$ cat src/rtl/ccs_pkg.sv
// Types and codes shared by the clock correction scheduler.
// No dependencies.
package ccs_pkg;

  localparam int unsigned TimeW   = 32;
  localparam int unsigned DriftW  = 8;
  localparam int unsigned OffsetW = 16;
  localparam int unsigned KindW   = 2;

  typedef enum logic {
    OP_PARAM_CHECK = 1'b0,
    OP_DAY_TICK    = 1'b1
  } op_e;

  typedef enum logic [KindW-1:0] {
    KIND_NONE   = 2'd0,
    KIND_SET    = 2'd1,
    KIND_OFFSET = 2'd2,
    KIND_DRIFT  = 2'd3
  } kind_e;

  typedef struct packed {
    op_e                       operation;
    logic [TimeW-1:0]          local_epoch;
    logic signed [DriftW-1:0]  drift_value;
    logic [DriftW-1:0]         drift_period;
    logic signed [OffsetW-1:0] offset_request;
    logic [TimeW-1:0]          epoch_request;
  } req_t;

  typedef struct packed {
    kind_e            adjust_kind;
    logic [TimeW-1:0] new_unix_time;
    logic             drift_changed;
    logic             offset_changed;
    logic             clock_changed;
    logic [TimeW-1:0] published_epoch;
  } res_t;

endpackage

$ cat src/rtl/ccs_core.sv
// Scheduler state and the combinational update for one request.
// Depends on ccs_pkg.
module ccs_core (
  input  logic                       clk_i,
  input  logic                       rst_ni,
  input  logic                       fire_i,
  input  ccs_pkg::req_t              req_i,
  input  logic [ccs_pkg::TimeW-1:0]  unix_offset_i,
  output ccs_pkg::res_t              res_o
);
  import ccs_pkg::*;

  logic signed [DriftW-1:0] drift_value_q, drift_value_d;
  logic [DriftW-1:0]        drift_period_q, drift_period_d;
  logic [DriftW-1:0]        days_left_q, days_left_d;
  logic [TimeW-1:0]         pending_value_q, pending_value_d;
  logic                     epoch_pending_q, epoch_pending_d;
  logic                     offset_pending_q, offset_pending_d;
  logic [TimeW-1:0]         last_published_q, last_published_d;

  logic signed [OffsetW-1:0] corr;
  logic [OffsetW:0]          mag;
  logic [TimeW:0]            diff;
  logic [TimeW-1:0]          applied;
  logic [DriftW-1:0]         days_dec;

  // Add a signed correction to the local epoch, clamp at zero
  always_comb begin
    corr = offset_pending_q ? $signed(pending_value_q[OffsetW-1:0])
                            : OffsetW'(drift_value_q);
    mag  = {1'b0, ~corr} + (OffsetW+1)'(1);
    diff = {1'b0, req_i.local_epoch} - {{(TimeW-OffsetW){1'b0}}, mag};
    if (corr[OffsetW-1]) begin
      applied = diff[TimeW] ? '0 : diff[TimeW-1:0];
    end else begin
      applied = req_i.local_epoch + {{(TimeW-OffsetW){1'b0}}, corr};
    end
  end

  assign days_dec = days_left_q - DriftW'(1);

  always_comb begin
    logic [TimeW-1:0] e;
    drift_value_d    = drift_value_q;
    drift_period_d   = drift_period_q;
    days_left_d      = days_left_q;
    pending_value_d  = pending_value_q;
    epoch_pending_d  = epoch_pending_q;
    offset_pending_d = offset_pending_q;
    last_published_d = last_published_q;
    res_o            = '0;
    e                = '0;
    res_o.adjust_kind = KIND_NONE;
    if (req_i.operation == OP_DAY_TICK) begin
      if (epoch_pending_q) begin
        e = pending_value_q;
        res_o.adjust_kind = KIND_SET;
      end else if (offset_pending_q) begin
        if (pending_value_q[OffsetW-1:0] != '0) begin
          e = applied;
          res_o.adjust_kind = KIND_OFFSET;
        end
      end else begin
        days_left_d = days_dec;
        if (days_dec == '0) begin
          days_left_d = drift_period_q;
          if (drift_value_q != '0) begin
            e = applied;
            res_o.adjust_kind = KIND_DRIFT;
          end
        end
      end
      res_o.new_unix_time = (e != '0) ? unix_offset_i + e : '0;
      pending_value_d  = '0;
      epoch_pending_d  = 1'b0;
      offset_pending_d = 1'b0;
      last_published_d = '0;
    end else begin
      if (req_i.drift_value != drift_value_q || req_i.drift_period != drift_period_q) begin
        drift_value_d  = req_i.drift_value;
        drift_period_d = req_i.drift_period;
        days_left_d    = req_i.drift_period;
        res_o.drift_changed = 1'b1;
      end
      if (req_i.offset_request != '0) begin
        pending_value_d  = {{(TimeW-OffsetW){1'b0}}, req_i.offset_request};
        offset_pending_d = 1'b1;
        epoch_pending_d  = 1'b0;
        res_o.offset_changed = 1'b1;
      end
      if (last_published_q != '0 && req_i.epoch_request != last_published_q) begin
        pending_value_d  = req_i.epoch_request;
        epoch_pending_d  = 1'b1;
        offset_pending_d = 1'b0;
        res_o.clock_changed = 1'b1;
      end
      last_published_d      = req_i.local_epoch;
      res_o.published_epoch = req_i.local_epoch;
    end
  end

  always_ff @(posedge clk_i or negedge rst_ni) begin
    if (!rst_ni) begin
      drift_value_q    <= '0;
      drift_period_q   <= '0;
      days_left_q      <= '0;
      pending_value_q  <= '0;
      epoch_pending_q  <= 1'b0;
      offset_pending_q <= 1'b0;
      last_published_q <= '0;
    end else if (fire_i) begin
      drift_value_q    <= drift_value_d;
      drift_period_q   <= drift_period_d;
      days_left_q      <= days_left_d;
      pending_value_q  <= pending_value_d;
      epoch_pending_q  <= epoch_pending_d;
      offset_pending_q <= offset_pending_d;
      last_published_q <= last_published_d;
    end
  end

  a_pending_exclusive: assert property (@(posedge clk_i) disable iff (!rst_ni)
    !(epoch_pending_q && offset_pending_q))
    else $error("epoch and offset both pending");

  a_tick_clears: assert property (@(posedge clk_i) disable iff (!rst_ni)
    fire_i && req_i.operation == OP_DAY_TICK |=>
      !epoch_pending_q && !offset_pending_q && last_published_q == '0)
    else $error("day tick left pending state");

  a_set_needs_pending: assert property (@(posedge clk_i) disable iff (!rst_ni)
    fire_i && res_o.adjust_kind == KIND_SET |-> epoch_pending_q)
    else $error("absolute set without pending epoch");

endmodule

$ cat src/rtl/clock_correction_scheduler.sv
// Clock correction scheduler: request register, ccs_core update, result register.
// Depends on ccs_pkg and ccs_core.
//
// Usage:
//   Requests enter on in_valid_i/in_ready_o with one port per field;
//   operation_i selects a parameter check or a day tick. Every request
//   gives exactly one result on out_valid_o/out_ready_i.
//   unix_offset is written through cfg_we_i/cfg_wdata_i; the user must write
//   it only while idle, which the block does not enforce. A request passes
//   through the request register, then the result register, to its result.
//   Throughput: one request per cycle while results are taken; the scheduler
//   state updates when a request moves on into the result register.
//   Reset clears all scheduler state and unix_offset to zero and empties
//   both registers.
//   When the receiver stalls, the result register holds; the request
//   register still takes one more request, then in_ready_o drops until
//   the result is taken.
module clock_correction_scheduler (
  input  logic                               clk_i,
  input  logic                               rst_ni,
  input  logic                               cfg_we_i,
  input  logic [ccs_pkg::TimeW-1:0]          cfg_wdata_i,
  input  logic                               in_valid_i,
  output logic                               in_ready_o,
  input  logic                               operation_i,
  input  logic [ccs_pkg::TimeW-1:0]          unix_time_i,
  input  logic signed [ccs_pkg::DriftW-1:0]  drift_value_i,
  input  logic [ccs_pkg::DriftW-1:0]         drift_period_i,
  input  logic signed [ccs_pkg::OffsetW-1:0] offset_request_i,
  input  logic [ccs_pkg::TimeW-1:0]          epoch_request_i,
  output logic                               out_valid_o,
  input  logic                               out_ready_i,
  output logic [ccs_pkg::KindW-1:0]          adjust_kind_o,
  output logic [ccs_pkg::TimeW-1:0]          new_unix_time_o,
  output logic                               drift_changed_o,
  output logic                               offset_changed_o,
  output logic                               clock_changed_o,
  output logic [ccs_pkg::TimeW-1:0]          published_epoch_o
);
  import ccs_pkg::*;

  logic [TimeW-1:0] unix_offset_q;
  logic             req_valid_q;
  req_t             req_q, req_d;
  logic             out_valid_q;
  res_t             res_q, res_d;
  logic             advance;
  logic             fire;

  assign advance    = !out_valid_q || out_ready_i;
  assign fire       = req_valid_q && advance;
  assign in_ready_o = !req_valid_q || advance;

  always_comb begin
    req_d.operation      = op_e'(operation_i);
    req_d.local_epoch    = unix_time_i - unix_offset_q;
    req_d.drift_value    = drift_value_i;
    req_d.drift_period   = drift_period_i;
    req_d.offset_request = offset_request_i;
    req_d.epoch_request  = epoch_request_i;
  end

  always_ff @(posedge clk_i or negedge rst_ni) begin
    if (!rst_ni) begin
      unix_offset_q <= '0;
    end else if (cfg_we_i) begin
      unix_offset_q <= cfg_wdata_i;
    end
  end

  always_ff @(posedge clk_i or negedge rst_ni) begin
    if (!rst_ni) begin
      req_valid_q <= 1'b0;
      out_valid_q <= 1'b0;
    end else begin
      if (in_ready_o) begin
        req_valid_q <= in_valid_i;
      end
      if (advance) begin
        out_valid_q <= req_valid_q;
      end
    end
  end

  always_ff @(posedge clk_i) begin
    if (in_valid_i && in_ready_o) begin
      req_q <= req_d;
    end
    if (fire) begin
      res_q <= res_d;
    end
  end

  ccs_core u_core (
    .clk_i         (clk_i),
    .rst_ni        (rst_ni),
    .fire_i        (fire),
    .req_i         (req_q),
    .unix_offset_i (unix_offset_q),
    .res_o         (res_d)
  );

  assign out_valid_o       = out_valid_q;
  assign adjust_kind_o     = res_q.adjust_kind;
  assign new_unix_time_o   = res_q.new_unix_time;
  assign drift_changed_o   = res_q.drift_changed;
  assign offset_changed_o  = res_q.offset_changed;
  assign clock_changed_o   = res_q.clock_changed;
  assign published_epoch_o = res_q.published_epoch;

  a_check_no_load: assert property (@(posedge clk_i) disable iff (!rst_ni)
    out_valid_o && (drift_changed_o || offset_changed_o || clock_changed_o) |->
      adjust_kind_o == KIND_NONE && new_unix_time_o == '0)
    else $error("parameter check result carries a clock load");

  a_none_no_load: assert property (@(posedge clk_i) disable iff (!rst_ni)
    out_valid_o && adjust_kind_o == KIND_NONE |-> new_unix_time_o == '0)
    else $error("clock load without adjustment kind");

  a_result_follows_req: assert property (@(posedge clk_i) disable iff (!rst_ni)
    fire |=> out_valid_o)
    else $error("processed request produced no result");

endmodule

$ cat config.mk
export PLATFORM = sky130hd
export DESIGN_NAME = clock_correction_scheduler
export DESIGN_NICKNAME = d
export VERILOG_FILES = /design/src/rtl/ccs_pkg.sv /design/src/rtl/ccs_core.sv /design/src/rtl/clock_correction_scheduler.sv
export SDC_FILE = /design/constraint.sdc
export NUM_CORES = 1
export LEC_CHECK = 0
export ABC_AREA = 1
export BUFFER_PORTS_ARGS = -buffer_cell sky130_fd_sc_hd__buf_2
export CORE_ASPECT_RATIO = 1.5
export CORE_UTILIZATION = 37
export CTS_CLUSTER_DIAMETER = 120
export DETAILED_ROUTE_END_ITERATION = 12
export MAX_ROUTING_LAYER = met4
export SYNTH_ARGS = -nofsm -noshare
export SYNTH_HDL_FRONTEND = slang
export SYNTH_SLANG_ARGS = --single-unit
$ cat constraint.sdc
create_clock -name clk_i -period 6.3 [get_ports clk_i]
set_input_delay 1.26 -clock clk_i [delete_from_list [all_inputs] [get_ports clk_i]]
set_output_delay 1.26 -clock clk_i [all_outputs]
set_load 0.01 [all_outputs]
After elaboration in Yosys (flattened, before gate mapping)
Index checks and enable logic that the tools add are counted.
Storage, ports and cells
  register bits: 290
  input bits: 134
  output and inout bits: 71
Cells by class
  add/subtract/negate cells: 6
  multiplexer cells: 32
  bitwise gates (word level): 2
  reduce and logical (&&, ||, !) cells: 21
  equality and inequality tests: 5
Operators by type and width (count)
  $mux 32: 12
  $reduce_bool 32->1: 2
  $mux 8: 5
  $sub 32x17->33: 1
  $add 32x16->32: 1
  $add 32x32->32: 1
  $ne 32x32->1: 1
  $reduce_bool 16->1: 2
  $sub 32x32->32: 1
  $add 16x1->17 const B: 1
  $mux 16: 1
  $ne 8x8->1: 2
  $not 16->16: 1
  $mux 1: 10
  $logic_not 8->1: 1
  $mux 2: 4
  $reduce_bool 8->1: 1
  $sub 8x1->8 const B: 1
  $ne 2x2->1 const B: 2
  $reduce_and 2->1: 2
  $reduce_and 4->1: 1
  $logic_and 1x1->1: 3
  $logic_or 1x1->1: 3
  $reduce_and 3->1: 1
  5 further kinds: 6

Depth between registers and ports, before layout
  depth after elaboration: 13
  mapped depth: 33
  depth with buffers taken out: 30

Hierarchy
A second synthesis with hierarchy kept.
Unflattened totals
  cell total of the unflattened synthesis: 2519
  area, all modules: 18918.1 um2
Modules (own cells, without submodules)
  ccs_core: area each 10232.3 um2, instances 1, cells an instance 1707
  clock_correction_scheduler: area each 8685.8 um2, instances 1, cells an instance 812

Worst setup path before layout
No wires, ideal clock.
  path kind: register -> register
  from: register u_core.offset_pending_q
  to: register res_q, in the netlist new_unix_time_o[22] (data pin)
  data arrival time: 4.611 ns
  clock period less this slack: 4.863 ns
  path slack: 1.437 ns
  cell stages (with the launch flop): 31
  data required time: 6.048 ns
  path through: dfrtp_1 > buf_2 > inv_2 > buf_2 > o21ai_2 > buf_2 > buf_2 > ha_1 > nand2_2 > inv_1 > nand2_1 > nand2_1 > a21oi_4 > nand3_1 > nand2_1 > inv_1 > nand3_1 > o21ai_0 > ha_1 > fa_1 > nand3_1 > nand3_1 > a21boi_0 > o21ai_0 > a21oi_1 > o21ai_0 > a21boi_0 > o21ai_0 > xor2_1 > inv_1 > nor2_2
On the way
  longest elaborated chain between the ends: 13
RTL lines
  start, declared: RTL line ccs_core.sv:18  | logic offset_pending_q, offset_pending_d;
  start signal, assigned: RTL line ccs_core.sv:117  | offset_pending_q <= offset_pending_d;
  $mux 16: RTL line ccs_core.sv:29  | corr = offset_pending_q ? $signed(pending_value_q[OffsetW-1:0])
  $not 16->16: RTL line ccs_core.sv:31  | mag = {1'b0, ~corr} + (OffsetW+1)'(1);
  $add 16x1->17: RTL line ccs_core.sv:31
  $sub 32x17->33: RTL line ccs_core.sv:32  | diff = {1'b0, req_i.local_epoch} - {{(TimeW-OffsetW){1'b0}}, mag};
  $mux 32: RTL line ccs_core.sv:34  | applied = diff[TimeW] ? '0 : diff[TimeW-1:0];
  $mux 32: RTL line ccs_core.sv:33  | if (corr[OffsetW-1]) begin
  $mux 32: RTL line ccs_core.sv:67  | if (drift_value_q != '0) begin
  $mux 32: RTL line ccs_core.sv:65  | if (days_dec == '0) begin
  $mux 32 (*): RTL line ccs_core.sv:58  | end else if (offset_pending_q) begin
  $mux 32 (*): RTL line ccs_core.sv:55  | if (epoch_pending_q) begin
  $mux 32 (*): RTL line ccs_core.sv:54  | if (req_i.operation == OP_DAY_TICK) begin
  parallel branches: the longest is 2 deep, another holds $add 32x32->32
  end signal, assigned: RTL line clock_correction_scheduler.sv:90  | res_q <= res_d;
  end, declared: RTL line clock_correction_scheduler.sv:46  | res_t res_q, res_d;
Every way passes the cells marked *. The select of a mux whose other input is x is not followed.
A chain may end at the register's enable or synchronous reset.

Worst setup path in the final report
Same ends and word-level chain as after synthesis.

==> results.yml <==
outcome:
  status: "complete, no violations"
timing:
  whs_ps: 494.6
  tightest_slew_ps: 1023
  fmax_mhz: 184.6
  setup_violations: 0
  rsz0062_at_grt: "no"
  fin_ws_ps: 882.2
  max-slew-margin-rel_pct: 31.78
  fin_crit_ps: 5418
  tns_ps: 0
  final_hold_viol_count: 0
  post-route-period-util_pct: 86.00
  slew_viol_final: 0
  skew_ps: 25.14
pwr:
  leakagePower_nw: 9.742
  power.density_mw_per_mm2: 347.3
  irDropWorstVdd_v: 0.0001612
  finalPower_mw: 7.115
drt:
  vias_per_cell: 5.137
  drtIter0Drc: 1075
  drt-total-wl_um: 59590
  first_pass_iters: 6
  drc: 0
  drtAntennaViolNets: 0
  wire_per_inst_um: 19.67
  vias: 15566
floorplanning:
  dieHeight_um: 270.3
  start_util_pct: 37.33
  row_count: 98
  die_w_um: 180.9
  core-area_mm2: 0.04758
  dieArea_mm2: 0.04890
  pin_count: 205
synth:
  synth_warnings: 0
  async_flop_share_pct: 42.76
  synth_seq_cells: 290
  synth_area_mm2: 0.01776
  synth_area_per_cell_um2: 8.069
  postSynthCellCount: 2201
  synth_edf_count: 166
  syn_nets: 2418
  yosysSeqAreaShare_pct: 45.54
  synthFlopType: "edfxtp_1"
  synth_cell_types: 53
cells_and_area:
  final_util_pct: 43.06
  layout_commonest_cell: "nand2_1"
  insertedDiodeCount: 0
  fin_nets: 2622
  drive_above_1_share_pct: 14.28
  most-common-layout-cells: "nand2_1 (570), inv_1 (317), buf_2 (203), nor2_1 (185), edfxtp_1 (166)"
  areaGrowthSynthToFinish_pct: 15.36
clock_tree:
  cts_tree: "yes"
  ctsHtreeMaxLevel: 2
  clockRootBuffer: "clkbuf_16"
  cts_made_buffers: 34
  clk_latency_ps: 530
  cts.sinks: 290
  cts_resized: 0
  clockBufferDepth: 3
  cts.reportedPaths.clkPinSlew_ps: 60
  hold_buffers: 0
  postCtsSetupBuffers: 0
setup_path:
  worst-path-buf-inv: 5
  critPathMaxStageDelay_ps: 490
  required_ps: 6660
  start_kind: "flip-flop"
  worstPathMaxFanout: 17
  critical_path_class: "reg -> reg"
  cp.arrival_ps: 5780
  slowest_stage: "o21ai_0"
  end_kind: "flip-flop"
  critPathTopFamily: "compound AO/OA/AOI/OAI gates"
grt:
  antenna_found_initial: 0
  grt_pass1_vias: 15720
  grt_max_degree: 71
  grt_pass1_wl_um: 90230
  overflow: 0
  grtUsageTotal_pct: 25.04
flow_run:
  cap_violations: 0
placement:
  dp_worst_setup_slack_ps: 959.8
  port_buffers: 204
  place_congestion: 0.9807
  dp_hpwl_um: 47410
hold_path:
  worstHoldPathType: "reg -> reg"
==> Yosys cell counts (all sizes together) (32+ instances only) <==
| cell type | n | area share [%] |
|---|---|---|
| edfxtp | 166 | 28 |
| xor2 | 42 | 2.1 |
| a21oi | 91 | 2.6 |
| xnor2 | 52 | 2.6 |
| nor2 | 221 | 5.3 |
| nand4 | 45 | 1.6 |
| inv | 325 | 6.9 |
| o21ai | 160 | 4.5 |
| clkbuf | 32 | 0.68 |
| nand3 | 135 | 4.1 |
| dfrtp | 124 | 17 |
| nand2 | 577 | 12 |
| ha | 80 | 5.6 |
==> worst reg2reg max path: cells and delay by family (launching register included) <==
| family | cells | cell delay, ps |
|---|---|---|
| AOI/OAI and AO/OA | 8 | 1930 |
| xor gates and xnor gates | 1 | 160 |
| adders and majority gates | 4 | 1010 |
| buffers and inverters | 5 | 530 |
| DFF | 1 | 390 |
| and+or+nand+nor | 11 | 1260 |
==> per-stage QoR <==
stage                     area (µm²)  instances
after floorplan                17760       2201
after global placement         19410       2969
after detailed placement       19410       2969
after CTS                      20490       3030
after global routing           20490       3030
final                          20490       3030
==> worst paths after layout <==
path	to	start	cells after the start	slack, ps
worst max-delay path	new_unix_time_o[22]	u_core.offset_pending_q	29	880
worst min-delay path	u_core.pending_value_q[19]	u_core.pending_value_q[19]	2	490
worst max register to register	new_unix_time_o[22]	u_core.offset_pending_q	29	880
worst min register to register	u_core.pending_value_q[19]	u_core.pending_value_q[19]	2	490
max in group asynchronous	unix_offset_q[31]	rst_ni	2	4590
min in group asynchronous	u_core.last_published_q[3]	rst_ni	1	570
==> layer usage <==
metal / share of wire [%] / track usage (%) / vias to the layer above / wire (µm)
met5: 0 / - / - / 0
met4: 4.4 / 10.82 / 0 / 2615
met3: 3.5 / 2.184 / 126 / 2090
met2: 54 / 46.82 / 432 / 32210
met1: 38 / 26.62 / 7359 / 22670
li1: - / - / 7649 / -
==> state kept, by name, indices dropped and copies added, names as in the netlist, 2 cells and up <==
register,cells
u_core.pending_value_q,32
adjust_kind_o,2
u_core.drift_period_q,8
unix_offset_q,32
new_unix_time_o,32
u_core.last_published_q,32
u_core.drift_value_q,8
published_epoch_o,32
u_core.days_left_q,8
req_q,97
==> layout make-up <==
class,instances,area (µm²)
Timing Repair Buffer,217,1121
Fill cell,4918,27090
Clock buffer,47,940.9
Sequential cell,290,8088
Clock inverter,14,132.6
Tap cell,600,750.7
Multi-Input combinational cell,1537,8227
Inverter,325,1227
==> cell families after synthesis <==
group,after synthesis,synth area share (%)
compound gates,325,10.36
xor+xnor,94,4.636
fa+ha+maj,83,5.974
buf+inv,374,8.180
flops,290,45.54
mux,4,0.2536
simple gates,1031,25.06
==> power by group <==
part | leakage, nW | internal, mW | switching [mW]
Sequential | 3.18 | 2.41 | 0.267
Clock | 0.528 | 1.13 | 0.820
Combinational | 6.03 | 0.815 | 1.67
Total | 9.74 | 4.35 | 2.76
(Power assumes the default switching activity.)
